[src/design/score_history_window_stats_unit_assert.svh]
// Assertion macros used by the top-level RTL file.
`ifndef SCORE_HISTORY_WINDOW_STATS_UNIT_ASSERT_SVH
`define SCORE_HISTORY_WINDOW_STATS_UNIT_ASSERT_SVH

// Same-cycle implication.
`define SHW_ASSERT_NOW(label, clk, rst_n, ante, cons, msg) \
  label: assert property (@(posedge clk) disable iff (!rst_n) (ante) |-> (cons)) \
    else $error(msg);

// Next-cycle implication.
`define SHW_ASSERT_NEXT(label, clk, rst_n, ante, cons, msg) \
  label: assert property (@(posedge clk) disable iff (!rst_n) (ante) |=> (cons)) \
    else $error(msg);

`endif

[src/design/shwsu_pkg.sv]
`timescale 1ns / 1ps
`default_nettype none

package shwsu_pkg;

  localparam int unsigned SCORE_W     = 32;
  localparam int unsigned OPCODE_W    = 2;
  localparam int unsigned FILL_OUT_W  = 4;
  localparam int unsigned IN_TDATA_W  = 40;
  localparam int unsigned OUT_TDATA_W = 104;

  localparam logic [OPCODE_W-1:0] OP_QUERY = 2'd0;
  localparam logic [OPCODE_W-1:0] OP_PUSH  = 2'd1;
  localparam logic [OPCODE_W-1:0] OP_CLEAR = 2'd2;

  typedef struct packed {
    logic busy;
    logic done;
  } div_stat_t;

endpackage

`default_nettype wire

[src/design/shwsu_ring.sv]
`timescale 1ns / 1ps
`default_nettype none

module shwsu_ring #(
  parameter int unsigned DEPTH  = 8,
  parameter int unsigned ADDR_W = 3,
  parameter int unsigned DATA_W = 32
) (
  input  wire logic              clk_i,
  input  wire logic              we_i,
  input  wire logic [ADDR_W-1:0] waddr_i,
  input  wire logic [DATA_W-1:0] wdata_i,
  input  wire logic [ADDR_W-1:0] raddr_i,
  output logic      [DATA_W-1:0] rdata_o
);

  logic [DATA_W-1:0] mem [DEPTH];

  always_ff @(posedge clk_i) begin
    if (we_i) begin
      mem[waddr_i] <= wdata_i;
    end
    rdata_o <= mem[raddr_i];
  end

endmodule

`default_nettype wire

[src/design/shwsu_div.sv]
`timescale 1ns / 1ps
`default_nettype none

module shwsu_div #(
  parameter int unsigned NUM_W = 36,
  parameter int unsigned DEN_W = 4
) (
  input  wire logic                    clk_i,
  input  wire logic                    rst_ni,
  input  wire logic                    start_i,
  input  wire logic signed [NUM_W-1:0] num_i,
  input  wire logic        [DEN_W-1:0] den_i,
  output shwsu_pkg::div_stat_t         stat_o,
  output logic signed      [NUM_W-1:0] quot_o
);

  localparam int unsigned CNT_W = $clog2(NUM_W + 1);

  logic [NUM_W-1:0] q_q, q_d;
  logic [DEN_W-1:0] rem_q, rem_d;
  logic [DEN_W-1:0] den_q;
  logic [CNT_W-1:0] cnt_q, cnt_d;
  logic             neg_q;
  logic             busy_q, busy_d;
  logic             done_q, done_d;
  logic [DEN_W:0]   rem_sh;
  logic [DEN_W:0]   trial;

  always_comb begin
    rem_sh = {rem_q, q_q[NUM_W-1]};
    trial  = rem_sh - {1'b0, den_q};
    q_d    = q_q;
    rem_d  = rem_q;
    cnt_d  = cnt_q;
    busy_d = busy_q;
    done_d = 1'b0;
    if (busy_q) begin
      if (!trial[DEN_W]) begin
        rem_d = trial[DEN_W-1:0];
        q_d   = {q_q[NUM_W-2:0], 1'b1};
      end else begin
        rem_d = rem_sh[DEN_W-1:0];
        q_d   = {q_q[NUM_W-2:0], 1'b0};
      end
      cnt_d = cnt_q - CNT_W'(1);
      if (cnt_q == CNT_W'(1)) begin
        busy_d = 1'b0;
        done_d = 1'b1;
      end
    end
  end

  always_ff @(posedge clk_i or negedge rst_ni) begin
    if (!rst_ni) begin
      busy_q <= 1'b0;
      done_q <= 1'b0;
      cnt_q  <= '0;
    end else if (start_i) begin
      busy_q <= 1'b1;
      done_q <= 1'b0;
      cnt_q  <= CNT_W'(NUM_W);
    end else begin
      busy_q <= busy_d;
      done_q <= done_d;
      cnt_q  <= cnt_d;
    end
  end

  always_ff @(posedge clk_i) begin
    if (start_i) begin
      q_q   <= num_i[NUM_W-1] ? (~num_i + NUM_W'(1)) : num_i;
      rem_q <= '0;
      den_q <= den_i;
      neg_q <= num_i[NUM_W-1];
    end else begin
      q_q   <= q_d;
      rem_q <= rem_d;
    end
  end

  assign quot_o      = neg_q ? $signed(~q_q + NUM_W'(1)) : $signed(q_q);
  assign stat_o.busy = busy_q;
  assign stat_o.done = done_q;

endmodule

`default_nettype wire

[src/design/score_history_window_stats_unit.sv]
// Channel   Dir  tdata fields (low bit up)                               Handshake
// s_axis    in   opcode[1:0] score[33:2] zero[39:34]                      tvalid/tready
// m_axis    out  max[31:0] min[63:32] mean[95:64] fill[99:96] zero[103:100] tvalid/tready
//
// One transaction in walks each stored entry through S_RD, the ring read, and S_ACC, the
// shared compare/add, then runs the serial divider at one bit a cycle (SUM_W = 36 at
// depth 8).
// s_axis_tready is high only while the sequencer is idle.
// The result sits in an output register; a stalled m_axis holds it and blocks the next finish.
// rst_ni clears pointer, fill level and all valid flags; ring contents are not cleared.
`timescale 1ns / 1ps
`default_nettype none
`include "score_history_window_stats_unit_assert.svh"

module score_history_window_stats_unit #(
  parameter int unsigned HISTORY_DEPTH = 8
) (
  input  wire logic                                 clk_i,
  input  wire logic                                 rst_ni,
  input  wire logic                                 s_axis_tvalid,
  output logic                                      s_axis_tready,
  // opcode[1:0], score[33:2]
  input  wire logic [shwsu_pkg::IN_TDATA_W-1:0]     s_axis_tdata,
  output logic                                      m_axis_tvalid,
  input  wire logic                                 m_axis_tready,
  // max_score[31:0], min_score[63:32], mean_score[95:64], fill_count[99:96]
  output logic [shwsu_pkg::OUT_TDATA_W-1:0]         m_axis_tdata
);

  localparam int unsigned PTR_W  = (HISTORY_DEPTH > 1) ? $clog2(HISTORY_DEPTH) : 1;
  localparam int unsigned FILL_W = $clog2(HISTORY_DEPTH + 1);
  localparam int unsigned SUM_W  = shwsu_pkg::SCORE_W + FILL_W;
  localparam int unsigned SW     = shwsu_pkg::SCORE_W;

  localparam logic [2:0] S_IDLE = 3'd0;
  localparam logic [2:0] S_RD   = 3'd1;
  localparam logic [2:0] S_ACC  = 3'd2;
  localparam logic [2:0] S_DIVS = 3'd3;
  localparam logic [2:0] S_DIVW = 3'd4;
  localparam logic [2:0] S_OUT  = 3'd5;

  logic [2:0]                   state_q, state_d;
  logic [PTR_W-1:0]             wptr_q, wptr_d;
  logic [FILL_W-1:0]            fill_q, fill_d;
  logic [PTR_W-1:0]             idx_q;
  logic signed [SW-1:0]         max_q, min_q, mean_q;
  logic signed [SUM_W-1:0]      sum_q;
  logic                         out_valid_q;
  logic [shwsu_pkg::OUT_TDATA_W-1:0] out_data_q;

  logic [shwsu_pkg::OPCODE_W-1:0] opcode;
  logic [SW-1:0]                score;
  logic                         in_fire;
  logic                         push;
  logic                         out_load;
  logic                         last_entry;
  logic [SW-1:0]                rdata;
  logic signed [SW-1:0]         rval;
  logic                         div_start;
  shwsu_pkg::div_stat_t         div_stat;
  logic signed [SUM_W-1:0]      div_quot;
  logic [FILL_W+3:0]            fill_ext;

  assign opcode     = s_axis_tdata[shwsu_pkg::OPCODE_W-1:0];
  assign score      = s_axis_tdata[shwsu_pkg::OPCODE_W +: SW];
  assign s_axis_tready = (state_q == S_IDLE);
  assign in_fire    = s_axis_tvalid && s_axis_tready;
  assign push       = in_fire && (opcode == shwsu_pkg::OP_PUSH);
  assign rval       = $signed(rdata);
  assign last_entry = ({{(FILL_W){1'b0}}, idx_q} == ((PTR_W + FILL_W)'(fill_q) - (PTR_W + FILL_W)'(1)));
  assign out_load   = (state_q == S_OUT) && (!out_valid_q || m_axis_tready);
  assign div_start  = (state_q == S_DIVS);
  assign fill_ext   = {4'b0, fill_q};

  shwsu_ring #(
    .DEPTH  (HISTORY_DEPTH),
    .ADDR_W (PTR_W),
    .DATA_W (SW)
  ) u_ring (
    .clk_i   (clk_i),
    .we_i    (push),
    .waddr_i (wptr_q),
    .wdata_i (score),
    .raddr_i (idx_q),
    .rdata_o (rdata)
  );

  shwsu_div #(
    .NUM_W (SUM_W),
    .DEN_W (FILL_W)
  ) u_div (
    .clk_i   (clk_i),
    .rst_ni  (rst_ni),
    .start_i (div_start),
    .num_i   (sum_q),
    .den_i   (fill_q),
    .stat_o  (div_stat),
    .quot_o  (div_quot)
  );

  always_comb begin
    wptr_d = wptr_q;
    fill_d = fill_q;
    case (opcode)
      shwsu_pkg::OP_PUSH: begin
        wptr_d = (wptr_q == PTR_W'(HISTORY_DEPTH - 1)) ? '0 : wptr_q + PTR_W'(1);
        if (fill_q != FILL_W'(HISTORY_DEPTH)) begin
          fill_d = fill_q + FILL_W'(1);
        end
      end
      shwsu_pkg::OP_CLEAR: begin
        wptr_d = '0;
        fill_d = '0;
      end
      default: begin
        wptr_d = wptr_q;
        fill_d = fill_q;
      end
    endcase
  end

  always_comb begin
    state_d = state_q;
    case (state_q)
      S_IDLE: if (in_fire) state_d = (fill_d == '0) ? S_OUT : S_RD;
      S_RD:   state_d = S_ACC;
      S_ACC:  state_d = last_entry ? S_DIVS : S_RD;
      S_DIVS: state_d = S_DIVW;
      S_DIVW: if (div_stat.done) state_d = S_OUT;
      S_OUT:  if (out_load) state_d = S_IDLE;
      default: state_d = S_IDLE;
    endcase
  end

  always_ff @(posedge clk_i or negedge rst_ni) begin
    if (!rst_ni) begin
      state_q     <= S_IDLE;
      wptr_q      <= '0;
      fill_q      <= '0;
      idx_q       <= '0;
      out_valid_q <= 1'b0;
    end else begin
      state_q <= state_d;
      if (in_fire) begin
        wptr_q <= wptr_d;
        fill_q <= fill_d;
        idx_q  <= '0;
      end else if (state_q == S_ACC) begin
        idx_q <= idx_q + PTR_W'(1);
      end
      if (out_load) begin
        out_valid_q <= 1'b1;
      end else if (m_axis_tready) begin
        out_valid_q <= 1'b0;
      end
    end
  end

  always_ff @(posedge clk_i) begin
    if (in_fire) begin
      max_q  <= '0;
      min_q  <= '0;
      sum_q  <= '0;
      mean_q <= '0;
    end else if (state_q == S_ACC) begin
      if (idx_q == '0) begin
        max_q <= rval;
        min_q <= rval;
        sum_q <= SUM_W'(rval);
      end else begin
        if (rval > max_q) max_q <= rval;
        if (rval < min_q) min_q <= rval;
        sum_q <= sum_q + SUM_W'(rval);
      end
    end else if ((state_q == S_DIVW) && div_stat.done) begin
      mean_q <= div_quot[SW-1:0];
    end
    if (out_load) begin
      out_data_q <= {4'b0, fill_ext[3:0], mean_q, min_q, max_q};
    end
  end

  assign m_axis_tvalid = out_valid_q;
  assign m_axis_tdata  = out_data_q;

  `SHW_ASSERT_NOW(a_fill_bound, clk_i, rst_ni, 1'b1,
    fill_q <= FILL_W'(HISTORY_DEPTH), "fill level above depth")
  `SHW_ASSERT_NEXT(a_clear_empties, clk_i, rst_ni,
    in_fire && (opcode == shwsu_pkg::OP_CLEAR), (fill_q == '0) && (wptr_q == '0),
    "clear did not empty history")
  `SHW_ASSERT_NOW(a_div_start_idle, clk_i, rst_ni, div_start, !div_stat.busy,
    "divider started while busy")
  `SHW_ASSERT_NOW(a_walk_nonempty, clk_i, rst_ni, (state_q == S_RD) || (state_q == S_ACC),
    fill_q != '0, "walk over empty history")

endmodule

`default_nettype wire
[config.mk]
export PLATFORM = sky130hd
export DESIGN_NAME = score_history_window_stats_unit
export DESIGN_NICKNAME = d
export VERILOG_FILES = /design/src/design/shwsu_pkg.sv /design/src/design/shwsu_ring.sv /design/src/design/shwsu_div.sv /design/src/design/score_history_window_stats_unit.sv
export VERILOG_INCLUDE_DIRS = /design/src /design/src/design
export SDC_FILE = /design/constraint.sdc
export NUM_CORES = 1
export LEC_CHECK = 0
export ABC_AREA = 0
export BUFFER_PORTS_ARGS = -buffer_cell sky130_fd_sc_hd__buf_4
export CORE_MARGIN = 2
export CORE_UTILIZATION = 50
export DETAILED_ROUTE_END_ITERATION = 12
export GPL_TIMING_DRIVEN = 1
export PLACE_DENSITY = 0.67
export REMOVE_ABC_BUFFERS = 1
export SLEW_MARGIN = 0
export SYNTH_ARGS = -nofsm -noshare
export SYNTH_HDL_FRONTEND = slang
export SYNTH_SLANG_ARGS = --single-unit
[constraint.sdc]
create_clock -name clk_i -period 12.52 [get_ports clk_i]
set_input_delay 0.626 -clock clk_i [delete_from_list [all_inputs] [get_ports clk_i]]
set_output_delay 0.626 -clock clk_i [all_outputs]
set_load 0.03 [all_outputs]
; Word level (Yosys, flattened, before mapping)
; Memories as Yosys holds them, arrays and structs flattened. A register that Yosys moved wholly into a read port is not among the register bits.
; Cells that the tools add are included.
[word_totals]
reg_bits = 299
ramBits = 256
input_bits = 44
output_inout_bits = 106
wordCells = 101
mem_count = 1
[op_classes]
n_addsub = 9
n_lt_le_gt_ge = 2
n_eq_ne = 14
mux = 35
n_bitwise = 3
reduce_logical = 20
[mem_list]
columns = memory, words, word_bits, read_ports, rd_clocked_by_memory_dff, write_ports, line_no
row1 = u_ring.mem, 8, 32, 1, 1, 1, shwsu_ring.sv:17  ; logic [DATA_W-1:0] mem [DEPTH];
[op_table]
columns = operator, count
row1 = 2-to-1 mux 32 bit, 5
row2 = 2-to-1 mux 36 bit, 4
row3 = "adder 36 x 2 -> 36 bit, second input constant", 1
row4 = adder 36 x 32 -> 36 bit, 1
row5 = inverter 36 bit, 1
row6 = "adder 32 x 1 -> 32 bit, second input constant", 1
row7 = greater-than comparator 32 bit, 1
row8 = < comparator 32 bit, 1
row9 = inverter 32 bit, 1
row10 = 2-to-1 mux 3 bit, 7
row11 = one-hot mux 3 bit (6 select lines), 1
row12 = 2-to-1 mux 6 bit, 2
row13 = nonzero test 2 bit, 6
row14 = 2-to-1 mux 1 bit, 11
row15 = "equality test 3 bit, second input constant", 3
row16 = 2-to-1 mux 4 bit, 2
row17 = one-hot mux 4 bit (2 select lines), 1
row18 = AND reduction 2 bit, 4
row19 = equality test 3 x 7 -> 1 bit, 1
row20 = "adder 3 x 1 -> 3 bit, second input constant", 2
row21 = "equality test 3 x 2 -> 1 bit, second input constant", 2
row22 = "equality test 6 x 1 -> 1 bit, second input constant", 1
row23 = logical NOT 3 bit, 2
row24 = one-hot mux 3 bit (2 select lines), 1
row25 = 17 further kinds, 21

; Depth between registers and ports, before layout
[depth]
depth_word = 7
mapped_depth = 14

; Hierarchy
; Synthesis repeated with hierarchy kept, for this count alone.
[unflattened]
cells_unflattened = 2077
hier_area_um2 = 26668.1
[modules_own_cells]
columns = mod, n_inst, cells_per_inst, area_per_inst_um2
row1 = score_history_window_stats_unit, 1, 1246, 12206.7
row2 = shwsu_ring, 1, 415, 10466.3
row3 = shwsu_div, 1, 416, 3995.1

; Worst setup path after synthesis
; No wires, ideal clock.
[synth_path]
path_type = input port to flip-flop
start = in m_axis_tready
end = reg out_data_q, in the netlist m_axis_tdata[0], enable pin
setup_ns = 0.560
arrival_ns = 4.995
required_ns = 11.960
path_slack_ns = 6.965
stages = 3
path_buffers = 0
cell_sequence = nand2b_1 -> nand2_1 -> nor2_1
[synth_between]
elab_chain_len = 2
[synth_rtl]
columns = item, line_no
row1 = from (decl), score_history_window_stats_unit.sv:25  ; input wire logic m_axis_tready,
row2 = logical OR 1 bit, score_history_window_stats_unit.sv:71  ; assign out_load = (state_q == S_OUT) && (!out_valid_q || m_axis_tready);
row3 = logical AND 1 bit, score_history_window_stats_unit.sv:71
row4 = net out_load, score_history_window_stats_unit.sv:55  ; logic out_load;
row5 = to (signal assigned), score_history_window_stats_unit.sv:179  ; out_data_q <= {4'b0, fill_ext[3:0], mean_q, min_q, max_q};
row6 = to (decl), score_history_window_stats_unit.sv:49  ; logic [shwsu_pkg::OUT_TDATA_W-1:0] out_data_q;
; The timed path passes the listed nets, and every way through them passes these cells.
; A chain may end at the register's enable or synchronous reset.

; Worst setup path in the final report
[layout_path]
start = reg u_ring.rdata_o[2], read port of u_ring.mem
end = reg sum_q[34]
[layout_between]
elab_chain_len = 2
[layout_rtl]
columns = item, line_no
row1 = from (decl), shwsu_ring.sv:14  ; output logic [DATA_W-1:0] rdata_o
row2 = adder 36 x 32 -> 36 bit, score_history_window_stats_unit.sv:173  ; sum_q <= sum_q + SUM_W'(rval);
row3 = 2-to-1 mux 36 bit, score_history_window_stats_unit.sv:166  ; if (idx_q == '0) begin
row4 = to (signal assigned), score_history_window_stats_unit.sv:169  ; sum_q <= SUM_W'(rval);
row5 = to (signal assigned), score_history_window_stats_unit.sv:173
row6 = to (decl), score_history_window_stats_unit.sv:47  ; logic signed [SUM_W-1:0] sum_q;
; Every way passes these cells.

==> reports/qor.csv <==
metric;value;unit
Fin Hold WS;0.225;ns
final net count;2283;
largest net degree at the start of global routing;76;
die span in x;231;µm
number of enable flip-flop cells after synthesis;397;
Final min period;3.77;ns
DR vias/cell;5.50;
TritonCTS Buffers;58;
Post-synth ARST share;3.75;%
vias;15700;
Setup Skew;0.0183;ns
Port-buffer cells;139;
Initial Utilization;50.5;%
root buffer cell;clkbuf_16;
final hold violation count;0;
DRC viols;0;
Static Leak;0.0111;µW
Max Root-Sink Buffers;3;
pwr dens;245;mW/mm²
buffer count from post-CTS setup fixing;0;
CTS Sinks;587;
Hold Path Class;input port to flip-flop;
WL final;52500;µm
Core ar.;0.0512;mm²
Layout Utilization;58.0;%
drt wl/cell;18.4;µm
Post-synth top flop;edfxtp_1;
first-pass GRT wire length;82200;µm
Post-DRT Antenna Nets;0;
Max Slew Vio Count;0;
mapped cell area;0.0259;mm²
Pre-antenna DRT Iters;5;
Synth Warn #;0;
HPWL Detailed;34400;µm
Final WS setup;8.75;ns
clk_lat worst skew;0.63;ns
Crit Path Category;flip-flop to flip-flop;
share of cells above drive strength 1;17.3;%
H-tree lvl count;2;
VDD IR max;0.000151;V
antenna cells;0;
initial antenna violation count;1;
Syn Area/Cell;13.0;µm²
vias in the first global route;15400;
GRT Residual Overflow;0;
Yosys reg bits;587;
slew margin rel.;28.4;%
Setup crit end kind;flip-flop;
Critical Path Fanout Max;6;
IO Count;150;
WP data required;13.01;ns
RSZ-0062 raised after global routing;false;
Mapped Cells;1992;
outcome;completed;
clock-pin slew on the worst setup and hold paths;0.06;ns
CTS tree;built;
Area Overhead vs Synth;14.8;%
crit share post-route;30.1;%
Max-Cap Viols;0;
Max Fclk;265;MHz
Worst setup SP type;flip-flop;
Placement Rows;83;
setup TNS;0;ns
Die H;231;µm
initial DRC count;975;
Netlist cell types;64;
pre-CTS setup slack;8.78;ns
Worst Path Arrival;4.26;ns
Placer Congestion;0.856;
Finish-stage setup viols;0;
Slew @ Worst Pin;1.07;ns
sequential share of the synthesized area;61.2;%
die area;0.0536;mm²
Overall Global Routing Usage;19.6;%
==> logic make-up (layout without fill, tap and decap cells) <==
kind of cell,Yosys count,in the layout,synth area share (%)
mux,139,139,8.64
fa+ha+maj,117,117,5.72
other cells,1,4,0.0145
xor+xnor,105,105,3.56
buf+inv,193,370,2.86
compound gates,411,411,10.1
flops,587,587,61.2
simple gates,439,439,7.84
==> worst paths after layout <==
kind                              startpoint           endpoint  slack [ns]  cells past startpoint
max                        u_ring.rdata_o[2]          sum_q[34]        8.75                     11
min                         s_axis_tdata[21]  u_ring.mem[3][19]        0.23                      1
max reg2reg                u_ring.rdata_o[2]          sum_q[34]        8.75                     11
min reg2reg                       mean_q[22]   m_axis_tdata[86]        0.43                      0
max in group asynchronous             rst_ni           idx_q[0]       11.82                      2
min in group asynchronous             rst_ni          fill_q[2]        0.44                      2
==> cell usage after synthesis (52+ instances only) <==
cell type  count  area (µm²)
nand2_1      168         631
clkbuf_1      75         282
nor2_1       133         499
inv_1         97         364
edfxtp_1     397       11900
o31ai_1       52         390
dfxtp_1      168        3360
o21ai_0      116         581
xor2_1        79         692
a21oi_1       91         455
ha_1         115        1440
mux4_2        64        1440
==> layer usage <==
layer	part of all wire (%)	GRT usage (%)	routed length (µm)
met1	44	25.3	22900
met2	49	33.5	25600
met3	4.6	3.00	2410
met4	2.9	7.08	1500
met5	0.023	0	12
==> power by group <==
group          switching [µW]  internal, µW
registers                 458          2550
clock network             725          1080
logic                    1400          1050
total                    2580          4680
==> critical path, cell delays in order, from the launching register on <==
cell	delay, ns
dfxtp_1	0.47
ha_1	0.32
nor2b_1	0.17
o31a_1	0.29
o31ai_2	0.51
o21ai_0	0.27
a221oi_1	0.48
o22ai_1	0.24
or2_2	0.37
a41oi_1	0.27
xor2_1	0.17
a21oi_1	0.08
==> per-stage QoR <==
stage | std cells | area [µm²] | total power (µW)
after floorplan | 1899 | 25500 | 4770
after global placement | 2741 | 27700 | 5410
after detailed placement | 2741 | 27700 | 5500
after CTS | 2852 | 29700 | 7320
after global routing | 2852 | 29700 | 7740
final | 2852 | 29700 | 7270
==> timing repair <==
item | 4_1_cts | 5_1_grt
resized for setup | 0 | 0
endpoints found under the hold margin | 22 | 0
hold buffers | 1 | 0
==> final cells by class <==
| class | instances | area [µm²] |
|---|---|---|
| Fill cell | 4046 | 21500 |
| Sequential cell | 587 | 15800 |
| Multi-Input combinational cell | 1215 | 9380 |
| Clock buffer | 88 | 1680 |
| Timing Repair Buffer | 163 | 1230 |
| Tap cell | 680 | 851 |
| Inverter | 97 | 364 |
| Clock inverter | 22 | 335 |
==> layout by cell type, fill, tap and decap left out, drive strengths merged, types with 4 or more instances in the layout <==
cell type  synthesis  routed
edfxtp           397     397
dfxtp            168     168
nand2            168     168
buf               21     162
nor2             133     133
o21ai            116     116
ha               115     115
inv               97      99
a21oi             91      91
clkbuf            75      88
xor2              79      79
mux4              64      64
o31ai             53      53
a21o              45      45
a211oi            45      45
mux2i             42      42
mux2              33      33
xnor2             26      26
dfrtp             22      22
nor3              22      22
nand2b            19      19
nand4             18      18
or3               15      15
o211ai            14      14
nor4              14      14
clkinv             0      12
or4               10      10
and3               9       9
o41ai              8       8
nor2b              8       8
bufinv             0       7
nand3              6       6
o21bai             6       6
a31oi              5       5
o22ai              4       4
a221oi             4       4
conb               1       4
and2               4       4
==> flip-flops by register name (all words and copies together), names as in the netlist, 3 cells and up <==
name            count
fill_q              4
idx_q               3
m_axis_tdata      100
max_q              32
mean_q             32
min_q              32
state_q             3
sum_q              36
u_div.cnt_q         6
u_div.den_q         4
u_div.q_q          36
u_div.rem_q         4
u_ring.mem        256
u_ring.rdata_o     32
wptr_q              3
(Power assumes the default switching activity.)
